--- config.mk ---
export PLATFORM = sky130hd
export DESIGN_NAME = clipped_rle_sprite_blitter_core
export DESIGN_NICKNAME = d
export VERILOG_FILES = /design/src/rtl/crsb_pkg.sv /design/src/rtl/clipped_rle_sprite_blitter_core.sv
export SDC_FILE = /design/constraint.sdc
export NUM_CORES = 1
export LEC_CHECK = 0
export BUFFER_PORTS_ARGS = -buffer_cell sky130_fd_sc_hd__buf_4
export CORE_MARGIN = 4
export CORE_UTILIZATION = 30
export CTS_BUF_LIST = sky130_fd_sc_hd__clkbuf_4 sky130_fd_sc_hd__clkbuf_8
export CTS_CLUSTER_DIAMETER = 40
export CTS_CLUSTER_SIZE = 10
export DETAILED_ROUTE_END_ITERATION = 10
export PLACE_DENSITY_LB_ADDON = 0.2
export SYNTH_ARGS = -nofsm -noshare
export SYNTH_HDL_FRONTEND = slang
export SYNTH_SLANG_ARGS = --single-unit
--- constraint.sdc ---
create_clock -name i_clk -period 6.5 [get_ports i_clk]
set_input_delay 0.65 -clock i_clk [delete_from_list [all_inputs] [get_ports i_clk]]
set_output_delay 0.65 -clock i_clk [all_outputs]
set_load 0.03 [all_outputs]
--- src/rtl/crsb_pkg.sv ---
package crsb_pkg;

    // parse phase codes
    localparam logic [2:0] PH_CNT_LO = 3'd0;
    localparam logic [2:0] PH_CNT_HI = 3'd1;
    localparam logic [2:0] PH_SKP_LO = 3'd2;
    localparam logic [2:0] PH_SKP_HI = 3'd3;
    localparam logic [2:0] PH_OPQ_LO = 3'd4;
    localparam logic [2:0] PH_OPQ_HI = 3'd5;
    localparam logic [2:0] PH_COLOUR = 3'd6;

    // pen offset saturation limit
    localparam logic [19:0] PEN_MAX = 20'hFFFFF;

    // configuration register indexes
    localparam logic [2:0] REG_ORIGIN_X    = 3'd0;
    localparam logic [2:0] REG_ORIGIN_Y    = 3'd1;
    localparam logic [2:0] REG_SPRITE_ROWS = 3'd2;
    localparam logic [2:0] REG_CLIP_LEFT   = 3'd3;
    localparam logic [2:0] REG_CLIP_TOP    = 3'd4;
    localparam logic [2:0] REG_CLIP_RIGHT  = 3'd5;
    localparam logic [2:0] REG_CLIP_BOTTOM = 3'd6;

    // input transfer payload
    typedef struct packed {
        logic [7:0] data_byte;
        logic       sprite_start;
    } t_blit_in;

    // output transfer payload
    typedef struct packed {
        logic        write_enable;
        logic [14:0] pixel_x;
        logic [14:0] pixel_y;
        logic [7:0]  pixel_color;
        logic        sprite_done;
        logic        byte_ignored;
    } t_blit_out;

endpackage

--- src/rtl/clipped_rle_sprite_blitter_core.sv ---
// result: each input transfer writes its result into the output register
// throughput: one byte per cycle, set by the single parse step between the input
//   handshake and the output register; ready follows the output register's state
// reset: synchronous active-low i_rst_n clears the parse state and the output valid,
//   and loads the register reset values (clip_right and clip_bottom at 32767)
module clipped_rle_sprite_blitter_core (
    input  logic                 i_clk,
    input  logic                 i_rst_n,
    input  logic                 i_in_valid,
    output logic                 o_in_ready,
    input  crsb_pkg::t_blit_in   i_in_data,
    output logic                 o_out_valid,
    input  logic                 i_out_ready,
    output crsb_pkg::t_blit_out  o_out_data,
    input  logic                 psel,
    input  logic                 penable,
    input  logic                 pwrite,
    input  logic [4:0]           paddr,
    input  logic [31:0]          pwdata,
    output logic [31:0]          prdata,
    output logic                 pready
);
    import crsb_pkg::*;

    // configuration registers
    logic [15:0] r_origin_x, r_origin_y;
    logic [14:0] r_sprite_rows, r_clip_left, r_clip_top, r_clip_right, r_clip_bottom;

    // parse state
    logic [2:0]  r_phase, n_phase;
    logic [7:0]  r_low, n_low;
    logic [15:0] r_runs, n_runs;
    logic [15:0] r_colour, n_colour;
    logic [19:0] r_pen, n_pen;
    logic [15:0] r_row, n_row;
    logic        r_finished, n_finished;

    // state seen by this byte after a sprite start
    logic [2:0]  cur_phase;
    logic [7:0]  cur_low;
    logic [15:0] cur_runs, cur_colour, cur_row;
    logic [19:0] cur_pen;
    logic        cur_finished;

    logic [15:0] word;
    logic [21:0] px;
    logic [17:0] py;
    logic        run_end, row_end, in_window;
    logic        in_xfer;

    logic        r_out_valid;
    t_blit_out   r_out, n_out;

    // saturating pen advance
    function automatic logic [19:0] pen_add(input logic [19:0] p, input logic [15:0] d);
        logic [20:0] s;
        s = {1'b0, p} + {5'b0, d};
        return s[20] ? PEN_MAX : s[19:0];
    endfunction

    assign pready     = 1'b1;
    assign o_in_ready = !r_out_valid || i_out_ready;
    assign in_xfer    = i_in_valid && o_in_ready;
    assign o_out_valid = r_out_valid;
    assign o_out_data  = r_out;

    // configuration writes
    always_ff @(posedge i_clk) begin
        if (!i_rst_n) begin
            r_origin_x    <= '0;
            r_origin_y    <= '0;
            r_sprite_rows <= '0;
            r_clip_left   <= '0;
            r_clip_top    <= '0;
            r_clip_right  <= 15'h7FFF;
            r_clip_bottom <= 15'h7FFF;
        end else if (psel && penable && pwrite && pready) begin
            unique case (paddr[4:2])
                REG_ORIGIN_X:    r_origin_x    <= pwdata[15:0];
                REG_ORIGIN_Y:    r_origin_y    <= pwdata[15:0];
                REG_SPRITE_ROWS: r_sprite_rows <= pwdata[14:0];
                REG_CLIP_LEFT:   r_clip_left   <= pwdata[14:0];
                REG_CLIP_TOP:    r_clip_top    <= pwdata[14:0];
                REG_CLIP_RIGHT:  r_clip_right  <= pwdata[14:0];
                REG_CLIP_BOTTOM: r_clip_bottom <= pwdata[14:0];
                default: ;
            endcase
        end
    end

    // configuration reads
    always_comb begin
        unique case (paddr[4:2])
            REG_ORIGIN_X:    prdata = {16'b0, r_origin_x};
            REG_ORIGIN_Y:    prdata = {16'b0, r_origin_y};
            REG_SPRITE_ROWS: prdata = {17'b0, r_sprite_rows};
            REG_CLIP_LEFT:   prdata = {17'b0, r_clip_left};
            REG_CLIP_TOP:    prdata = {17'b0, r_clip_top};
            REG_CLIP_RIGHT:  prdata = {17'b0, r_clip_right};
            REG_CLIP_BOTTOM: prdata = {17'b0, r_clip_bottom};
            default:         prdata = '0;
        endcase
    end

    // one parse step per byte
    always_comb begin
        cur_phase    = i_in_data.sprite_start ? PH_CNT_LO : r_phase;
        cur_low      = i_in_data.sprite_start ? 8'd0 : r_low;
        cur_runs     = i_in_data.sprite_start ? 16'd0 : r_runs;
        cur_colour   = i_in_data.sprite_start ? 16'd0 : r_colour;
        cur_pen      = i_in_data.sprite_start ? 20'd0 : r_pen;
        cur_row      = i_in_data.sprite_start ? 16'd0 : r_row;
        cur_finished = i_in_data.sprite_start ? 1'b0 : r_finished;

        n_phase    = cur_phase;
        n_low      = cur_low;
        n_runs     = cur_runs;
        n_colour   = cur_colour;
        n_pen      = cur_pen;
        n_row      = cur_row;
        n_finished = cur_finished;
        n_out      = '0;
        run_end    = 1'b0;
        row_end    = 1'b0;

        word = {i_in_data.data_byte, cur_low};
        px   = {{6{r_origin_x[15]}}, r_origin_x} + {2'b00, cur_pen};
        py   = {{2{r_origin_y[15]}}, r_origin_y} + {2'b00, cur_row};
        in_window = ($signed(px) >= $signed({7'b0, r_clip_left}))
                 && ($signed(px) <  $signed({7'b0, r_clip_right}))
                 && ($signed(py) >= $signed({3'b0, r_clip_top}))
                 && ($signed(py) <  $signed({3'b0, r_clip_bottom}));

        if (cur_finished || (cur_row >= {1'b0, r_sprite_rows})) begin
            n_finished         = 1'b1;
            n_out.byte_ignored = 1'b1;
        end else begin
            unique case (cur_phase) inside
                PH_CNT_HI: begin
                    n_runs = word;
                    if (word == 16'd0) row_end = 1'b1;
                    else n_phase = PH_SKP_LO;
                end
                PH_SKP_LO, PH_OPQ_LO: begin
                    n_low   = i_in_data.data_byte;
                    n_phase = cur_phase + 3'd1;
                end
                PH_SKP_HI: begin
                    n_pen   = pen_add(cur_pen, word);
                    n_phase = PH_OPQ_LO;
                end
                PH_OPQ_HI: begin
                    n_colour = word;
                    if (word == 16'd0) run_end = 1'b1;
                    else n_phase = PH_COLOUR;
                end
                PH_COLOUR: begin
                    if (in_window) begin
                        n_out.write_enable = 1'b1;
                        n_out.pixel_x      = px[14:0];
                        n_out.pixel_y      = py[14:0];
                        n_out.pixel_color  = i_in_data.data_byte;
                    end
                    n_pen    = pen_add(cur_pen, 16'd1);
                    n_colour = cur_colour - 16'd1;
                    if (n_colour == 16'd0) run_end = 1'b1;
                end
                default: begin
                    n_low   = i_in_data.data_byte;
                    n_phase = PH_CNT_HI;
                end
            endcase

            // end of run: next run or end of row
            if (run_end) begin
                n_runs = cur_runs - 16'd1;
                if (n_runs == 16'd0) row_end = 1'b1;
                else n_phase = PH_SKP_LO;
            end

            // end of row: last row finishes the sprite
            if (row_end) begin
                n_row    = cur_row + 16'd1;
                n_pen    = '0;
                n_runs   = '0;
                n_colour = '0;
                n_phase  = PH_CNT_LO;
                if (n_row >= {1'b0, r_sprite_rows}) begin
                    n_finished        = 1'b1;
                    n_out.sprite_done = 1'b1;
                end
            end
        end
    end

    // parse state update on an input transfer
    always_ff @(posedge i_clk) begin
        if (!i_rst_n) begin
            r_phase    <= PH_CNT_LO;
            r_low      <= '0;
            r_runs     <= '0;
            r_colour   <= '0;
            r_pen      <= '0;
            r_row      <= '0;
            r_finished <= 1'b0;
        end else if (in_xfer) begin
            r_phase    <= n_phase;
            r_low      <= n_low;
            r_runs     <= n_runs;
            r_colour   <= n_colour;
            r_pen      <= n_pen;
            r_row      <= n_row;
            r_finished <= n_finished;
        end
    end

    // result register
    always_ff @(posedge i_clk) begin
        if (!i_rst_n) begin
            r_out_valid <= 1'b0;
        end else if (in_xfer) begin
            r_out_valid <= 1'b1;
        end else if (i_out_ready) begin
            r_out_valid <= 1'b0;
        end
    end

    always_ff @(posedge i_clk) begin
        if (in_xfer) begin
            r_out <= n_out;
        end
    end

`ifndef SYNTHESIS
    a_colour_nonzero: assert property (@(posedge i_clk) disable iff (!i_rst_n)
        (r_phase == PH_COLOUR) |-> (r_colour != 16'd0))
        else $error("colour phase with no colour bytes left");

    a_phase_legal: assert property (@(posedge i_clk) disable iff (!i_rst_n)
        r_phase != 3'd7)
        else $error("parse phase holds the unused code");

    a_ignored_no_write: assert property (@(posedge i_clk) disable iff (!i_rst_n)
        (r_out_valid && r_out.byte_ignored) |-> !r_out.write_enable && !r_out.sprite_done)
        else $error("ignored byte carries a write or done flag");

    a_done_sets_finished: assert property (@(posedge i_clk) disable iff (!i_rst_n)
        (in_xfer && n_out.sprite_done) |=> r_finished)
        else $error("sprite done without finished state");

    a_ready_when_empty: assert property (@(posedge i_clk) disable iff (!i_rst_n)
        !r_out_valid |-> o_in_ready)
        else $error("input stalled with empty result register");
`endif

endmodule

==> out/metrics.cfg <==
[outcome]
status=finished clean

[worst_setup_path]
path_cells=nand2_1, inv_1, xor2_1, ha_1, a21o_1, o211ai_1, and4_4, or2_2, o21a_1, o21ai_0, a21o_1, a211oi_1, a211oi_1, ha_1, nor2b_1, o21ai_0, nand2_1, a221o_1, o22ai_1, nand2_1, o32ai_1, a2111oi_4, buf_12, nor4b_1
r2r_start=r_pen[1]$_SDFFE_PN0P_
worstPathMaxFanout=39
cp_data_arrival_time_ns=6.29
regToRegEndpoint=o_out_data[23]$_SDFFCE_PP0P_
critPathKind=register to register
r2r_setup_slack_ns=0.65
slowest_delay_ns=0.62
reg2reg_depth=24
end_kind=register
path_common_cell=nand2_1
critPathRequiredTime_ns=6.93
cpMaxStageDelayCell=dfxtp_1
cp-start-kind=register

[global_route]
grt_max_degree=79
grt_pass1_vias=16700
antenna_found_initial=3
grt_overflow_total=0
track_usage_pct=19.72
grt_pass1_wl_mm=100.0

[clock_network]
cts-resized-gates=0
htreeDepth=2
cts_root_buf=clkbuf_8
post_cts_buffers=0
path_clk_slew_ns=0.06
cts_made_buffers=49
cts_sinks=229
cts_tree=done
cts.path.max_buffers=3
clk_latency_ns=0.64
cts-hold-fix-buffers=0

[place]
io_buffers=93
place.gp.congestion=0.8903
hpwl_mm=48.39

[synthesis]
ys_top_cells_by_count=nand2_1 (333), dfxtp_1 (188), a21oi_1 (187)
synth_cells=2332
synth_seq_area_share_pct=27.23
yosysUniqueCellTypes=103
synth_edf_count=41
netlist_area_um2=18340
syn_area_per_cell_um2=7.865
synth-seq-cells=229
yosysTopAreaCell=dfxtp_1
synth_top_area_share_pct=20.52
synth_most_common_cell=nand2_1
synthTopCellsByArea=dfxtp_1 (21%), ha_1 (9.6%), nand2_1 (6.8%)
synthArstFlopShare_pct=0
ys_warn_count=0
ys.flop_type=dfxtp_1

[sta]
period_minus_slack_ns=5.854
clock_skew_ns=0.04821
slew_viol_final=0
hold_viol_final=0
rsz0062_at_grt=false
worstMarginPinSlew_ns=1.296
worst_hold_slack_ns=0.2852
fmax_mhz=170.8
setup_violations=0
final.period_utilization_pct=90.06
relSlewSlack_pct=13.26
setup_tns_ns=0

[power]
powerDensity_nw_per_um2=173.4
ir_drop_mv=0.1146
p_leak_nw=8.326

[floorplanning]
die_area_um2=65150
ioPinCount=129
initial_core_util_pct=30.33
rows=90
die_h_um=255.3
dieWidth_um=255.3
core_um2=60470

[worst_hold_path]
hold_path_depth=3
min_to=o_out_valid$_SDFFE_PN0P_
min_path_type=input port to register
worstHoldStart=i_in_valid

[detailed_routing]
num_vias=17840
vias_per_cell=5.598
totalWireLength_mm=66.57
drc=0
drt-initial-drc-count=1574
drtAntennaViolNets=0
routedWlPerCell_um=20.89
drtPass1Iterations=5

[finish]
layout-drive-gt1-share_pct=12.85
synthToLayoutAreaGrowth_pct=13.04
nNetsFinal=2558

[job]
maxCapViolCount=0

## metal layers
metal | GRT usage (%) | vias up | wire, µm
li1 | - | 8532 | -
met1 | 26.88 | 8605 | 29580
met2 | 32.50 | 583 | 31080
met3 | 2.703 | 121 | 4036
met4 | 6.157 | 0 | 1880
met5 | 0 | - | 0
## critical path, delay by kind of cell, from the launching register on
family,cells,cell delay (ns)
AND/OR/NAND/NOR,7,1.27
buffers and inverters,2,0.33
XOR/XNOR,1,0.17
flip-flops,1,0.62
adder cells (fa/ha/maj),2,0.61
AO/OA/AOI/OAI,12,2.64
## cells in the final DEF (no fill, tap or decap), types with 14 or more instances in the layout
| cell type | Yosys | routed |
|---|---|---|
| nand4_1 | 25 | 25 |
| xnor2_1 | 44 | 44 |
| nand2_1 | 333 | 333 |
| nor4b_1 | 31 | 31 |
| o21a_1 | 20 | 20 |
| a21o_1 | 46 | 46 |
| o21ai_0 | 112 | 112 |
| inv_1 | 123 | 122 |
| clkbuf_8 | 0 | 52 |
| mux2i_1 | 47 | 47 |
| a31oi_1 | 21 | 21 |
| a211oi_1 | 19 | 19 |
| nand2b_1 | 19 | 19 |
| edfxtp_1 | 41 | 41 |
| a221oi_1 | 14 | 14 |
| nor2b_1 | 53 | 53 |
| o211ai_1 | 56 | 56 |
| dfxtp_1 | 188 | 188 |
| nor4_1 | 18 | 18 |
| buf_4 | 21 | 134 |
| conb_1 | 2 | 17 |
| ha_1 | 141 | 141 |
| nand3_1 | 48 | 48 |
| and3_1 | 22 | 22 |
| nor3_1 | 38 | 38 |
| a21oi_1 | 187 | 187 |
| a22o_1 | 17 | 17 |
| nor2_1 | 160 | 158 |
| xor2_1 | 36 | 36 |
| a22oi_1 | 21 | 21 |
## cell type report
type                    count  area (µm²)
fillers                  6252       39740
multi-input cells        1821       12140
well taps                 782       978.4
clock inverters            31       294.0
flip-flops and latches    229        4995
diodes                      1       2.502
clock buffers              61       783.3
repair buffers            137        1066
inverters                 125       471.7
## how the worst max path moves through the flow
stage | startpoint | to | slack (ns) | cells past startpoint
2_1_floorplan | i_in_data[0] | o_out_data[34]$_SDFFCE_PP0P_ | 0.0008 | 32
3_3_place_gp | i_in_data[0] | o_out_data[22]$_SDFFCE_PP0P_ | 0.49 | 26
3_5_place_dp | i_in_data[0] | o_out_data[23]$_SDFFCE_PP0P_ | 0.35 | 26
4_1_cts | r_pen[1]$_SDFFE_PN0P_ | o_out_data[23]$_SDFFCE_PP0P_ | 0.65 | 24
5_1_grt | r_pen[1]$_SDFFE_PN0P_ | o_out_data[39]$_SDFFCE_PP0P_ | 0.1 | 24
6_report | r_pen[1]$_SDFFE_PN0P_ | o_out_data[23]$_SDFFCE_PP0P_ | 0.65 | 24
## cells by family (layout without fill, tap and decap cells)
logic type | after synthesis | count (layout) | synth area share [%]
adder cells (fa/ha/maj) | 147 | 147 | 10.00
AND/OR/NAND/NOR | 847 | 847 | 23.19
AO/OA/AOI/OAI | 663 | 663 | 24.47
other | 2 | 18 | 0.04095
buffers and inverters | 297 | 354 | 7.020
XOR/XNOR | 80 | 80 | 3.820
flip-flops | 229 | 229 | 27.23
multiplexers | 67 | 67 | 4.223
## state kept, by name, summed over array words and instances (netlist names), 3 cells and up
name           cells
r_clip_top        15
r_clip_right      15
r_runs            16
r_sprite_rows     15
r_clip_bottom     15
r_origin_y        16
r_phase            3
r_row             16
r_clip_left       15
r_low              8
r_origin_x        16
r_colour          16
o_out_data        41
r_pen             20
## report_power, final
| part | internal (W) | switching, W |
|---|---|---|
| clock network | 0.000943 | 0.000788 |
| registers | 0.00146 | 0.0000177 |
| logic | 0.000111 | 0.000271 |
## metrics by stage
stage | cells | worst slack (ns) | total power [W] | cell area [µm²] | utilization, %
floorplan | 2347 | 0.0008362 | 0.001745 | 18410 | -
global placement | 3094 | 0.4854 | 0.001890 | 19650 | 32.50
CTS | 3186 | 0.6486 | 0.003627 | 20730 | 34.28
finish | 3187 | 0.6464 | 0.003594 | 20730 | 34.28
detailed placement | 3094 | 0.3457 | 0.001892 | 19650 | 32.50
global route | 3187 | 0.09800 | 0.003721 | 20730 | 34.28
No activity file was read; power rests on OpenSTA's default activity.
